`config.mk`:
```
export PLATFORM = sky130hd
export DESIGN_NAME = bike_speed_cadence_meter_unit
export DESIGN_NICKNAME = d
export VERILOG_FILES = /design/src/bscm_pkg.sv /design/src/bike_speed_cadence_meter_unit.sv /design/src/bscm_div.sv /design/src/bscm_core.sv
export SDC_FILE = /design/constraint.sdc
export NUM_CORES = 2
export LEC_CHECK = 0
export ABC_AREA = 1
export ABC_CLOCK_PERIOD_IN_PS = 27100
export BUFFER_PORTS_ARGS = -buffer_cell sky130_fd_sc_hd__clkbuf_2
export CELL_PAD_IN_SITES_DETAIL_PLACEMENT = 0
export CELL_PAD_IN_SITES_GLOBAL_PLACEMENT = 2
export CORE_MARGIN = 2
export CORE_UTILIZATION = 40
export DETAILED_ROUTE_END_ITERATION = 8
export GPL_ROUTABILITY_DRIVEN = 0
export PLACE_DENSITY = 0.86
export SYNTH_ARGS = -nofsm -noshare
export SYNTH_HDL_FRONTEND = slang
export SYNTH_SLANG_ARGS = --single-unit
export TNS_END_PERCENT = 30
```
`constraint.sdc`:
```
create_clock -name aclk -period 27.1 [get_ports aclk]
set_input_delay 2.71 -clock aclk [delete_from_list [all_inputs] [get_ports aclk]]
set_output_delay 2.71 -clock aclk [all_outputs]
set_load 0.03 [all_outputs]
```
`src/bscm_pkg.sv`:
```
// Package for the bike speed and cadence meter: shared types, codes and constants.
// No dependencies; imported by every module of the block.
`default_nettype none

package bscm_pkg;

    localparam int RADIUS_W   = 10;
    localparam int ODO_W      = 40;
    localparam int WGAP_W     = 10;
    localparam int CGAP_W     = 20;
    localparam int IDLE_W     = 16;
    localparam int CFG_DATA_W = 40;
    localparam int CFG_IDX_W  = 3;

    localparam int CMD_W      = 3;
    localparam int TIME_W     = 32;
    localparam int SPEED_W    = 16;
    localparam int CAD_W      = 9;
    localparam int TRIP_W     = 32;

    localparam int TWO_PI_W   = 19;
    localparam int PROD_W     = RADIUS_W + TWO_PI_W;
    localparam int CIRC_W     = PROD_W - 16;
    localparam int SCALE_W    = 9;
    localparam int NUM_W      = 26;
    localparam int DIV_CNT_W  = $clog2(NUM_W);

    // 2*pi in Q16
    localparam logic [TWO_PI_W-1:0] TWO_PI_Q16  = 19'd411775;
    localparam logic [SCALE_W-1:0]  SPEED_SCALE = 9'd360;
    localparam logic [NUM_W-1:0]    CAD_SCALE   = 26'd60000000;

    localparam logic [RADIUS_W-1:0] RADIUS_RST = 10'd340;
    localparam logic [WGAP_W-1:0]   WGAP_RST   = 10'd90;
    localparam logic [CGAP_W-1:0]   CGAP_RST   = 20'd170000;
    localparam logic [IDLE_W-1:0]   IDLE_RST   = 16'd8000;

    typedef enum logic [CMD_W-1:0] {
        CMD_TICK     = 3'd0,
        CMD_WHEEL    = 3'd1,
        CMD_CRANK    = 3'd2,
        CMD_TRIP_RST = 3'd3,
        CMD_ODO_LOAD = 3'd4
    } cmd_t;

    typedef enum logic [CFG_IDX_W-1:0] {
        CFG_WHEEL_RADIUS = 3'd0,
        CFG_ODO_PRESET   = 3'd1,
        CFG_WHEEL_GAP    = 3'd2,
        CFG_CRANK_GAP    = 3'd3,
        CFG_IDLE_TIMEOUT = 3'd4
    } cfg_idx_t;

    typedef enum logic [3:0] {
        ST_IDLE,
        ST_DIFF,
        ST_CHECK,
        ST_CIRC,
        ST_SCALE,
        ST_LAUNCH,
        ST_DIV,
        ST_UPDATE,
        ST_DONE
    } state_t;

    typedef struct packed {
        logic [RADIUS_W-1:0] wheel_radius;
        logic [ODO_W-1:0]    odo_preset;
        logic [WGAP_W-1:0]   wheel_min_gap;
        logic [CGAP_W-1:0]   crank_min_gap;
        logic [IDLE_W-1:0]   idle_timeout;
    } cfg_t;

    typedef struct packed {
        logic               accepted;
        logic               timed_out;
        logic [SPEED_W-1:0] speed;
        logic [CAD_W-1:0]   cadence;
        logic [TRIP_W-1:0]  trip;
        logic [ODO_W-1:0]   odometer;
        logic               running;
    } res_t;

endpackage

`default_nettype wire

```
`src/bike_speed_cadence_meter_unit.sv`:
```
// Bike speed and cadence meter: top level with config registers and output stage.
// Depends on bscm_pkg, bscm_core and bscm_div.
//
// Usage:
//   s_ channel carries one event request: s_tuser is the command (tick, wheel
//   pulse, crank pulse, trip reset, odometer load), s_tdata the ms and us
//   timestamps. Each request yields exactly one result request on m_.
//   Config registers are written through cfg_wr_en/cfg_index/cfg_wdata while
//   the block is idle; writes take effect at the next clock edge.
// Sequencing: a request passes ST_DIFF, ST_CHECK and ST_DONE for ticks, trip reset,
//   odometer load and rejected pulses; an accepted wheel pulse also passes ST_CIRC,
//   ST_SCALE, ST_LAUNCH, ST_DIV and ST_UPDATE, and an accepted crank pulse all of
//   these but ST_CIRC. ST_DIV waits on the 26-step serial divider shared by the
//   speed and cadence quotients. One request is in flight at a time.
// s_tready is high while the sequencer is idle, even if a result still waits
//   in the output register; a finished result waits in the sequencer until
//   the output register is free, so m_tready low stalls the block there.
// Reset (aresetn low, synchronous): all meter state cleared, config registers
//   back to their defaults, no result pending.
`default_nettype none

module bike_speed_cadence_meter_unit
    import bscm_pkg::*;
(
    input  wire logic                  aclk,
    input  wire logic                  aresetn,
    input  wire logic                  s_tvalid,
    output logic                       s_tready,
    input  wire logic [63:0]           s_tdata,  // time_ms, time_us
    input  wire logic [CMD_W-1:0]      s_tuser,  // cmd
    output logic                       m_tvalid,
    input  wire logic                  m_tready,
    output logic [103:0]               m_tdata,  // speed_x100, cadence_rpm, trip_mm,
                                                 // odometer_mm, trip_running, zero pad
    output logic [1:0]                 m_tuser,  // accepted, timed_out
    input  wire logic                  cfg_wr_en,
    input  wire logic [CFG_IDX_W-1:0]  cfg_index,
    input  wire logic [CFG_DATA_W-1:0] cfg_wdata
);

    cfg_t cfg_reg, cfg_next;
    logic m_valid_reg, m_valid_next;
    res_t m_res_reg, m_res_next;
    res_t core_res;
    logic core_res_valid;
    logic out_free;

    always_comb begin
        cfg_next = cfg_reg;
        if (cfg_wr_en) begin
            unique case (cfg_idx_t'(cfg_index))
                CFG_WHEEL_RADIUS: cfg_next.wheel_radius  = cfg_wdata[RADIUS_W-1:0];
                CFG_ODO_PRESET:   cfg_next.odo_preset    = cfg_wdata[ODO_W-1:0];
                CFG_WHEEL_GAP:    cfg_next.wheel_min_gap = cfg_wdata[WGAP_W-1:0];
                CFG_CRANK_GAP:    cfg_next.crank_min_gap = cfg_wdata[CGAP_W-1:0];
                CFG_IDLE_TIMEOUT: cfg_next.idle_timeout  = cfg_wdata[IDLE_W-1:0];
                default: begin
                end
            endcase
        end
    end

    assign out_free = !m_valid_reg || m_tready;

    bscm_core u_core (
        .aclk      (aclk),
        .aresetn   (aresetn),
        .cfg       (cfg_reg),
        .in_valid  (s_tvalid),
        .in_ready  (s_tready),
        .in_cmd    (s_tuser),
        .in_ms     (s_tdata[31:0]),
        .in_us     (s_tdata[63:32]),
        .out_free  (out_free),
        .res_valid (core_res_valid),
        .res       (core_res)
    );

    always_comb begin
        m_valid_next = m_valid_reg;
        m_res_next   = m_res_reg;
        if (core_res_valid) begin
            m_valid_next = 1'b1;
            m_res_next   = core_res;
        end else if (m_tready) begin
            m_valid_next = 1'b0;
        end
    end

    always_ff @(posedge aclk) begin
        if (!aresetn) begin
            cfg_reg.wheel_radius  <= RADIUS_RST;
            cfg_reg.odo_preset    <= '0;
            cfg_reg.wheel_min_gap <= WGAP_RST;
            cfg_reg.crank_min_gap <= CGAP_RST;
            cfg_reg.idle_timeout  <= IDLE_RST;
            m_valid_reg           <= 1'b0;
        end else begin
            cfg_reg     <= cfg_next;
            m_valid_reg <= m_valid_next;
        end
        m_res_reg <= m_res_next;
    end

    assign m_tvalid = m_valid_reg;
    assign m_tuser  = {m_res_reg.timed_out, m_res_reg.accepted};
    assign m_tdata  = {6'd0, m_res_reg.running, m_res_reg.odometer, m_res_reg.trip,
                       m_res_reg.cadence, m_res_reg.speed};

`ifndef SYNTHESIS
    a_busy_after_accept: assert property (@(posedge aclk) disable iff (!aresetn)
        s_tvalid && s_tready |=> !s_tready)
        else $error("accepted a request while the previous one was in flight");

    a_result_slot_free: assert property (@(posedge aclk) disable iff (!aresetn)
        core_res_valid |-> (!m_valid_reg || m_tready))
        else $error("result issued into an occupied output register");

    a_timeout_clears: assert property (@(posedge aclk) disable iff (!aresetn)
        m_tvalid && m_tuser[1] |-> (m_tdata[24:0] == 25'd0))
        else $error("timeout result with nonzero speed or cadence");

    a_flags_exclusive: assert property (@(posedge aclk) disable iff (!aresetn)
        m_tvalid |-> !(m_tuser[0] && m_tuser[1]))
        else $error("accepted and timed_out set together");
`endif

endmodule

`default_nettype wire

```
`src/bscm_div.sv`:
```
// Restoring serial divider, one quotient bit per cycle.
// Depends on bscm_pkg.
`default_nettype none

module bscm_div
    import bscm_pkg::*;
(
    input  wire logic              aclk,
    input  wire logic              aresetn,
    input  wire logic              start,
    input  wire logic [NUM_W-1:0]  dividend,
    input  wire logic [TIME_W-1:0] divisor,
    output logic                   done,
    output logic [NUM_W-1:0]       quotient
);

    logic                 busy_reg, busy_next;
    logic                 done_reg, done_next;
    logic [DIV_CNT_W-1:0] cnt_reg, cnt_next;
    logic [NUM_W-1:0]     rem_reg, rem_next;
    logic [NUM_W-1:0]     quo_reg, quo_next;
    logic [TIME_W-1:0]    dvs_reg, dvs_next;
    logic [NUM_W:0]       trial;
    logic                 ge;

    assign trial = {rem_reg, quo_reg[NUM_W-1]};
    assign ge    = TIME_W'(trial) >= dvs_reg;

    always_comb begin
        busy_next = busy_reg;
        done_next = 1'b0;
        cnt_next  = cnt_reg;
        rem_next  = rem_reg;
        quo_next  = quo_reg;
        dvs_next  = dvs_reg;
        if (start) begin
            busy_next = 1'b1;
            cnt_next  = '0;
            rem_next  = '0;
            quo_next  = dividend;
            dvs_next  = divisor;
        end else if (busy_reg) begin
            rem_next = ge ? NUM_W'(trial - (NUM_W+1)'(dvs_reg)) : trial[NUM_W-1:0];
            quo_next = {quo_reg[NUM_W-2:0], ge};
            cnt_next = cnt_reg + 1'b1;
            if (cnt_reg == DIV_CNT_W'(NUM_W - 1)) begin
                busy_next = 1'b0;
                done_next = 1'b1;
            end
        end
    end

    always_ff @(posedge aclk) begin
        if (!aresetn) begin
            busy_reg <= 1'b0;
            done_reg <= 1'b0;
            cnt_reg  <= '0;
        end else begin
            busy_reg <= busy_next;
            done_reg <= done_next;
            cnt_reg  <= cnt_next;
        end
        rem_reg <= rem_next;
        quo_reg <= quo_next;
        dvs_reg <= dvs_next;
    end

    assign done     = done_reg;
    assign quotient = quo_reg;

endmodule

`default_nettype wire

```
`src/bscm_core.sv`:
```
// Sequencer and meter state: gap checks, circumference, saturating updates.
// Depends on bscm_pkg and bscm_div.
`default_nettype none

module bscm_core
    import bscm_pkg::*;
(
    input  wire logic              aclk,
    input  wire logic              aresetn,
    input  wire cfg_t              cfg,
    input  wire logic              in_valid,
    output logic                   in_ready,
    input  wire logic [CMD_W-1:0]  in_cmd,
    input  wire logic [TIME_W-1:0] in_ms,
    input  wire logic [TIME_W-1:0] in_us,
    input  wire logic              out_free,
    output logic                   res_valid,
    output res_t                   res
);

    state_t state_reg, state_next;

    cmd_t               cmd_reg, cmd_next;
    logic [TIME_W-1:0]  ms_reg, ms_next;
    logic [TIME_W-1:0]  us_reg, us_next;
    logic [TIME_W-1:0]  diff_reg, diff_next;
    logic [CIRC_W-1:0]  circ_reg, circ_next;
    logic [NUM_W-1:0]   num_reg, num_next;
    logic               acc_reg, acc_next;
    logic               tmo_reg, tmo_next;

    logic [TIME_W-1:0]  last_wheel_reg, last_wheel_next;
    logic [TIME_W-1:0]  last_crank_reg, last_crank_next;
    logic [TIME_W-1:0]  last_act_reg, last_act_next;
    logic [SPEED_W-1:0] speed_reg, speed_next;
    logic [CAD_W-1:0]   cad_reg, cad_next;
    logic [TRIP_W-1:0]  trip_reg, trip_next;
    logic [ODO_W-1:0]   odo_reg, odo_next;
    logic               run_reg, run_next;

    logic               div_start, div_done;
    logic [NUM_W-1:0]   div_quo;
    logic [PROD_W-1:0]  circ_prod;
    logic [TRIP_W:0]    trip_sum;
    logic [ODO_W:0]     odo_sum;
    logic               tick_hit, wheel_hit, crank_hit;

    bscm_div u_div (
        .aclk     (aclk),
        .aresetn  (aresetn),
        .start    (div_start),
        .dividend (num_reg),
        .divisor  (diff_reg),
        .done     (div_done),
        .quotient (div_quo)
    );

    assign tick_hit  = diff_reg > TIME_W'(cfg.idle_timeout);
    assign wheel_hit = diff_reg > TIME_W'(cfg.wheel_min_gap);
    assign crank_hit = diff_reg > TIME_W'(cfg.crank_min_gap);

    assign circ_prod = PROD_W'(cfg.wheel_radius) * PROD_W'(TWO_PI_Q16);
    assign trip_sum  = {1'b0, trip_reg} + (TRIP_W+1)'(circ_reg);
    assign odo_sum   = {1'b0, odo_reg} + (ODO_W+1)'(circ_reg);

    // next state
    always_comb begin
        state_next = state_reg;
        unique case (state_reg)
            ST_IDLE: begin
                if (in_valid) state_next = ST_DIFF;
            end
            ST_DIFF:  state_next = ST_CHECK;
            ST_CHECK: begin
                if (cmd_reg == CMD_WHEEL && wheel_hit) begin
                    state_next = ST_CIRC;
                end else if (cmd_reg == CMD_CRANK && crank_hit) begin
                    state_next = ST_SCALE;
                end else begin
                    state_next = ST_DONE;
                end
            end
            ST_CIRC:   state_next = ST_SCALE;
            ST_SCALE:  state_next = ST_LAUNCH;
            ST_LAUNCH: state_next = ST_DIV;
            ST_DIV: begin
                if (div_done) state_next = ST_UPDATE;
            end
            ST_UPDATE: state_next = ST_DONE;
            ST_DONE: begin
                if (out_free) state_next = ST_IDLE;
            end
            default: state_next = ST_IDLE;
        endcase
    end

    // outputs
    always_comb begin
        in_ready  = 1'b0;
        div_start = 1'b0;
        res_valid = 1'b0;
        unique case (state_reg)
            ST_IDLE:   in_ready  = 1'b1;
            ST_LAUNCH: div_start = 1'b1;
            ST_DONE:   res_valid = out_free;
            default: begin
            end
        endcase
    end

    // datapath
    always_comb begin
        cmd_next        = cmd_reg;
        ms_next         = ms_reg;
        us_next         = us_reg;
        diff_next       = diff_reg;
        circ_next       = circ_reg;
        num_next        = num_reg;
        acc_next        = acc_reg;
        tmo_next        = tmo_reg;
        last_wheel_next = last_wheel_reg;
        last_crank_next = last_crank_reg;
        last_act_next   = last_act_reg;
        speed_next      = speed_reg;
        cad_next        = cad_reg;
        trip_next       = trip_reg;
        odo_next        = odo_reg;
        run_next        = run_reg;
        unique case (state_reg)
            ST_IDLE: begin
                if (in_valid) begin
                    cmd_next = cmd_t'(in_cmd);
                    ms_next  = in_ms;
                    us_next  = in_us;
                    acc_next = 1'b0;
                    tmo_next = 1'b0;
                end
            end
            ST_DIFF: begin
                unique case (cmd_reg)
                    CMD_TICK:  diff_next = ms_reg - last_act_reg;
                    CMD_WHEEL: diff_next = ms_reg - last_wheel_reg;
                    CMD_CRANK: diff_next = us_reg - last_crank_reg;
                    default:   diff_next = '0;
                endcase
            end
            ST_CHECK: begin
                unique case (cmd_reg)
                    CMD_TICK: begin
                        if (tick_hit) begin
                            speed_next    = '0;
                            cad_next      = '0;
                            last_act_next = ms_reg;
                            tmo_next      = 1'b1;
                        end
                    end
                    CMD_WHEEL: acc_next = wheel_hit;
                    CMD_CRANK: acc_next = crank_hit;
                    CMD_TRIP_RST: begin
                        trip_next = '0;
                        run_next  = 1'b0;
                    end
                    CMD_ODO_LOAD: odo_next = cfg.odo_preset;
                    default: begin
                    end
                endcase
            end
            ST_CIRC: circ_next = circ_prod[PROD_W-1:16];
            ST_SCALE: begin
                if (cmd_reg == CMD_WHEEL) begin
                    num_next = NUM_W'(circ_reg) * NUM_W'(SPEED_SCALE);
                end else begin
                    num_next = CAD_SCALE;
                end
            end
            ST_UPDATE: begin
                last_act_next = ms_reg;
                run_next      = 1'b1;
                if (cmd_reg == CMD_WHEEL) begin
                    speed_next      = (|div_quo[NUM_W-1:SPEED_W]) ? '1 : div_quo[SPEED_W-1:0];
                    trip_next       = trip_sum[TRIP_W] ? '1 : trip_sum[TRIP_W-1:0];
                    odo_next        = odo_sum[ODO_W] ? '1 : odo_sum[ODO_W-1:0];
                    last_wheel_next = ms_reg;
                end else begin
                    cad_next        = (|div_quo[NUM_W-1:CAD_W]) ? '1 : div_quo[CAD_W-1:0];
                    last_crank_next = us_reg;
                end
            end
            default: begin
            end
        endcase
    end

    always_ff @(posedge aclk) begin
        if (!aresetn) begin
            state_reg      <= ST_IDLE;
            acc_reg        <= 1'b0;
            tmo_reg        <= 1'b0;
            last_wheel_reg <= '0;
            last_crank_reg <= '0;
            last_act_reg   <= '0;
            speed_reg      <= '0;
            cad_reg        <= '0;
            trip_reg       <= '0;
            odo_reg        <= '0;
            run_reg        <= 1'b0;
        end else begin
            state_reg      <= state_next;
            acc_reg        <= acc_next;
            tmo_reg        <= tmo_next;
            last_wheel_reg <= last_wheel_next;
            last_crank_reg <= last_crank_next;
            last_act_reg   <= last_act_next;
            speed_reg      <= speed_next;
            cad_reg        <= cad_next;
            trip_reg       <= trip_next;
            odo_reg        <= odo_next;
            run_reg        <= run_next;
        end
        cmd_reg  <= cmd_next;
        ms_reg   <= ms_next;
        us_reg   <= us_next;
        diff_reg <= diff_next;
        circ_reg <= circ_next;
        num_reg  <= num_next;
    end

    always_comb begin
        res.accepted  = acc_reg;
        res.timed_out = tmo_reg;
        res.speed     = speed_reg;
        res.cadence   = cad_reg;
        res.trip      = trip_reg;
        res.odometer  = odo_reg;
        res.running   = run_reg;
    end

endmodule

`default_nettype wire
```
==> flow_summary_export.csv <==
group,metric,value,unit
status,outcome,"finished clean",
synthesis,yosys_warnings,0,
global_route,grt_first_pass_wirelength,170000,um
floorplan,die-area,0.0944,mm2
worst_setup_path,worst-r2r-cell-count,13,
route,drtAntennaViolNets,0,
sta,tightest_slew,1.04,ns
global_route,use_met2,0.397,
sta,fin_setup_tns,0,ns
floorplan,core-area,0.0914,mm2
cts,cts.htree.levels,3,
route,avgViaCountPerCell,5.14,
final_layout,area.growth.synth_to_final,12.8,%
route,drtPass1Iterations,5,
floorplan,row_count,111,
sta,period_minus_slack,5.15,ns
floorplan,die_x,307,um
cts,cts_tree,"done",
sta,finClkSkew,0.0307,ns
global_route,grt_max_degree,89,
worst_setup_path,crit_required,27.66,ns
placement,dpl.hpwl,83200,um
synthesis,synth-edff-count,290,
power_and_ir_drop,power.leakage,0.0177,uW
floorplan,die_h,307,um
worst_setup_path,critical_path_class,"reg -> reg",
route,wl_per_cell,18.2,um
synthesis,synth_seq_cells,620,
sta,finalCritPeriodShare,0.190,
floorplan,io_pins,223,
worst_setup_path,rrSetupSlack,21.95,ns
global_route,grtUsageTotal,0.230,
sta,relSlewSlack,0.304,
global_route,grtUsageMet1,0.295,
sta,rsz0062_at_grt,"false",
worst_setup_path,crit_end,"u_core.odo_reg[15]",
worst_setup_path,r2r_start,"u_core.cmd_reg[2]",
power_and_ir_drop,ir_drop,0.0557,mV
synthesis,synth_cells,4589,
global_route,gr-total-overflow,0,
route,drc,0,
worst_setup_path,reg2reg_to,"u_core.odo_reg[15]",
worst_setup_path,arrival,5.71,ns
placement,io_buffers,216,
cts,cts_resized,0,
sta,finalHoldViolations,0,
synthesis,async_reset_ff_frac,0,
worst_setup_path,worst_path_max_delay_cell,"nor2_4",
flow_run,drv_cap,0,
synthesis,ys.flop_type,"dfxtp_1",
sta,slew_viol_final,0,
worst_setup_path,path_cells,"nor2_4, inv_2, nor2_4, buf_4, inv_2, nor2_8, buf_4, inv_4, nand2_4, nand2_4, a21oi_1, o21ai_1, a21oi_1",
cts,cts_root_buf,"clkbuf_16",
global_route,gr-max-usage-layer,"met2",
worst_setup_path,critical_path.endpoint_type,"flip-flop",
synthesis,syn_avg_cell_area,8.02,um2
worst_setup_path,slowest_delay,0.66,ns
floorplan,initial_core_util,0.403,
sta,setup_violations,0,
cts,clock_latency,0.65,ns
cts,cts_hold_buf,0,
final_layout,fin_nets,5242,
synthesis,ys_types,57,
min_path,hold_path_class,"reg -> reg",
global_route,antenna_found_initial,2,
route,num_vias,31000,
placement,place_inst,5881,
cts,postCtsSetupRepairBufs,0,
final_layout,drive_above_1_share,0.0905,
synthesis,syn_area,0.0368,mm2
global_route,met3_usage,0.0313,
route,drt_iter0_markers,1975,
synthesis,ys_seq_area_frac,0.416,
cts,cts_max_path_buffers,3,
sta,max_freq,194,MHz
power_and_ir_drop,p_per_area,67.5,mW/mm2
final_layout,largest_reg_flops,98,
final_layout,instances_no_fill,6020,
route,routed_wl,110000,um
worst_setup_path,cp-startpoint,"u_core.cmd_reg[2]",
worst_setup_path,start_kind,"flip-flop",
cts,clk_pin_slew,0.06,ns
cts,numCtsBuffers,73,
cts,clock_sinks,620,
global_route,grt_pass1_vias,30400,
worst_setup_path,critPathMaxFanout,80,
==> how the worst min path moves through the flow <==
| stage | slack, ns | depth (start not counted) | end | startpoint |
|---|---|---|---|---|
| floorplan | 0.40 | 0 | m_tdata[97] | u_core.run_reg |
| global placement | 0.42 | 0 | m_tdata[4] | u_core.speed_reg[4] |
| detailed placement | 0.41 | 0 | m_tuser[0] | u_core.acc_reg |
| CTS | 0.41 | 0 | m_tuser[0] | u_core.acc_reg |
| global route | 0.43 | 0 | m_tdata[97] | u_core.run_reg |
| finish | 0.41 | 0 | m_tuser[0] | u_core.acc_reg |
==> critical path: cells and delay by family (launching register included) <==
family	cells	cell delay, ns
AO/OA/AOI/OAI	3	0.58
flip-flops	1	0.47
buffers and inverters	5	1.74
AND/OR/NAND/NOR	5	2.14
==> per-stage QoR <==
step	setup WS, ns	utilization	instance area (um2)	hold WS [ns]	power, uW
final	21.95	0.454	41500	0.411	2800
after global routing	21.49	0.454	41500	0.434	2960
after CTS	21.93	0.454	41500	0.410	2830
after detailed placement	21.95	0.426	39000	0.415	1790
after global placement	22.03	0.426	39000	0.418	1790
after floorplan	14.15	-	36800	0.402	1580
==> layout by cell type (no fill, tap or decap), types with 8 or more instances in the layout <==
master	synthesis	layout
o21bai_1	18	18
inv_2	8	8
clkbuf_2	0	216
buf_4	10	26
clkbuf_8	0	19
o21a_1	26	26
a31oi_1	8	8
xor2_1	41	41
clkbuf_16	0	75
ha_1	292	292
dfxtp_1	330	330
inv_1	555	555
edfxtp_1	290	290
o21ai_1	37	37
a21o_1	13	13
nand3_2	8	8
or2_2	18	18
o21ai_0	308	308
nand2_1	1008	1007
clkbuf_1	85	8
nand3_1	242	242
xnor2_1	23	23
o211ai_1	32	32
nand3b_1	17	17
fa_1	65	65
nand2_2	8	9
mux2i_1	31	31
nand4_1	51	51
clkinv_2	0	12
nor3_1	52	52
nor4_1	14	13
a21oi_1	466	466
nor2_1	427	421
==> kinds of logic (layout without fill, tap and decap cells) <==
kind of cell,after synthesis,in the layout,synth area share
fa+ha+maj,357,357,0.135
xor+xnor,64,64,0.0152
simple gates,1878,1878,0.215
compound gates,931,931,0.135
buf+inv,707,944,0.0755
flops,620,620,0.416
other cells,1,9,0.000102
mux,31,31,0.00843
==> final cells by class <==
class | count | area (um2)
Tap cell | 1186 | 1480
Timing Repair Buffer | 241 | 1270
Multi-Input combinational cell | 3267 | 18800
Fill cell | 9296 | 49900
Clock inverter | 33 | 363
Clock buffer | 103 | 2170
Sequential cell | 620 | 15300
Inverter | 567 | 2140
Antenna cell | 3 | 7.51
==> where the power goes <==
part | switching [uW] | internal [uW]
registers | 45.4 | 1050
logic | 449 | 226
clock network | 411 | 619
total | 905 | 1900
==> synthesized netlist by cell type (all sizes together), types with 14 or more instances <==
cell       n  area, um2
a21oi    468       2350
buf       55        328
clkbuf    85        319
dfxtp    330       6610
edfxtp   290       8710
fa        65       1300
ha       292       3650
inv      565       2130
mux2i     31        310
nand2   1019       3870
nand3    250       1290
nand3b    17        128
nand4     52        332
nor2     435       1690
nor3      56        300
nor4      14       87.6
o211ai    32        240
o21a      26        195
o21ai    347       1740
o21bai    18        135
or2       24        150
xnor2     23        201
xor2      41        359
==> layer usage <==
metal / vias to the layer above / wire length (um) / share of wire
met5: - / 12 / 0.00011
met4: 2 / 3440 / 0.031
met3: 161 / 5070 / 0.046
met2: 670 / 52500 / 0.48
met1: 14500 / 48700 / 0.44
li1: 15700 / - / -
(Power assumes the default switching activity.)
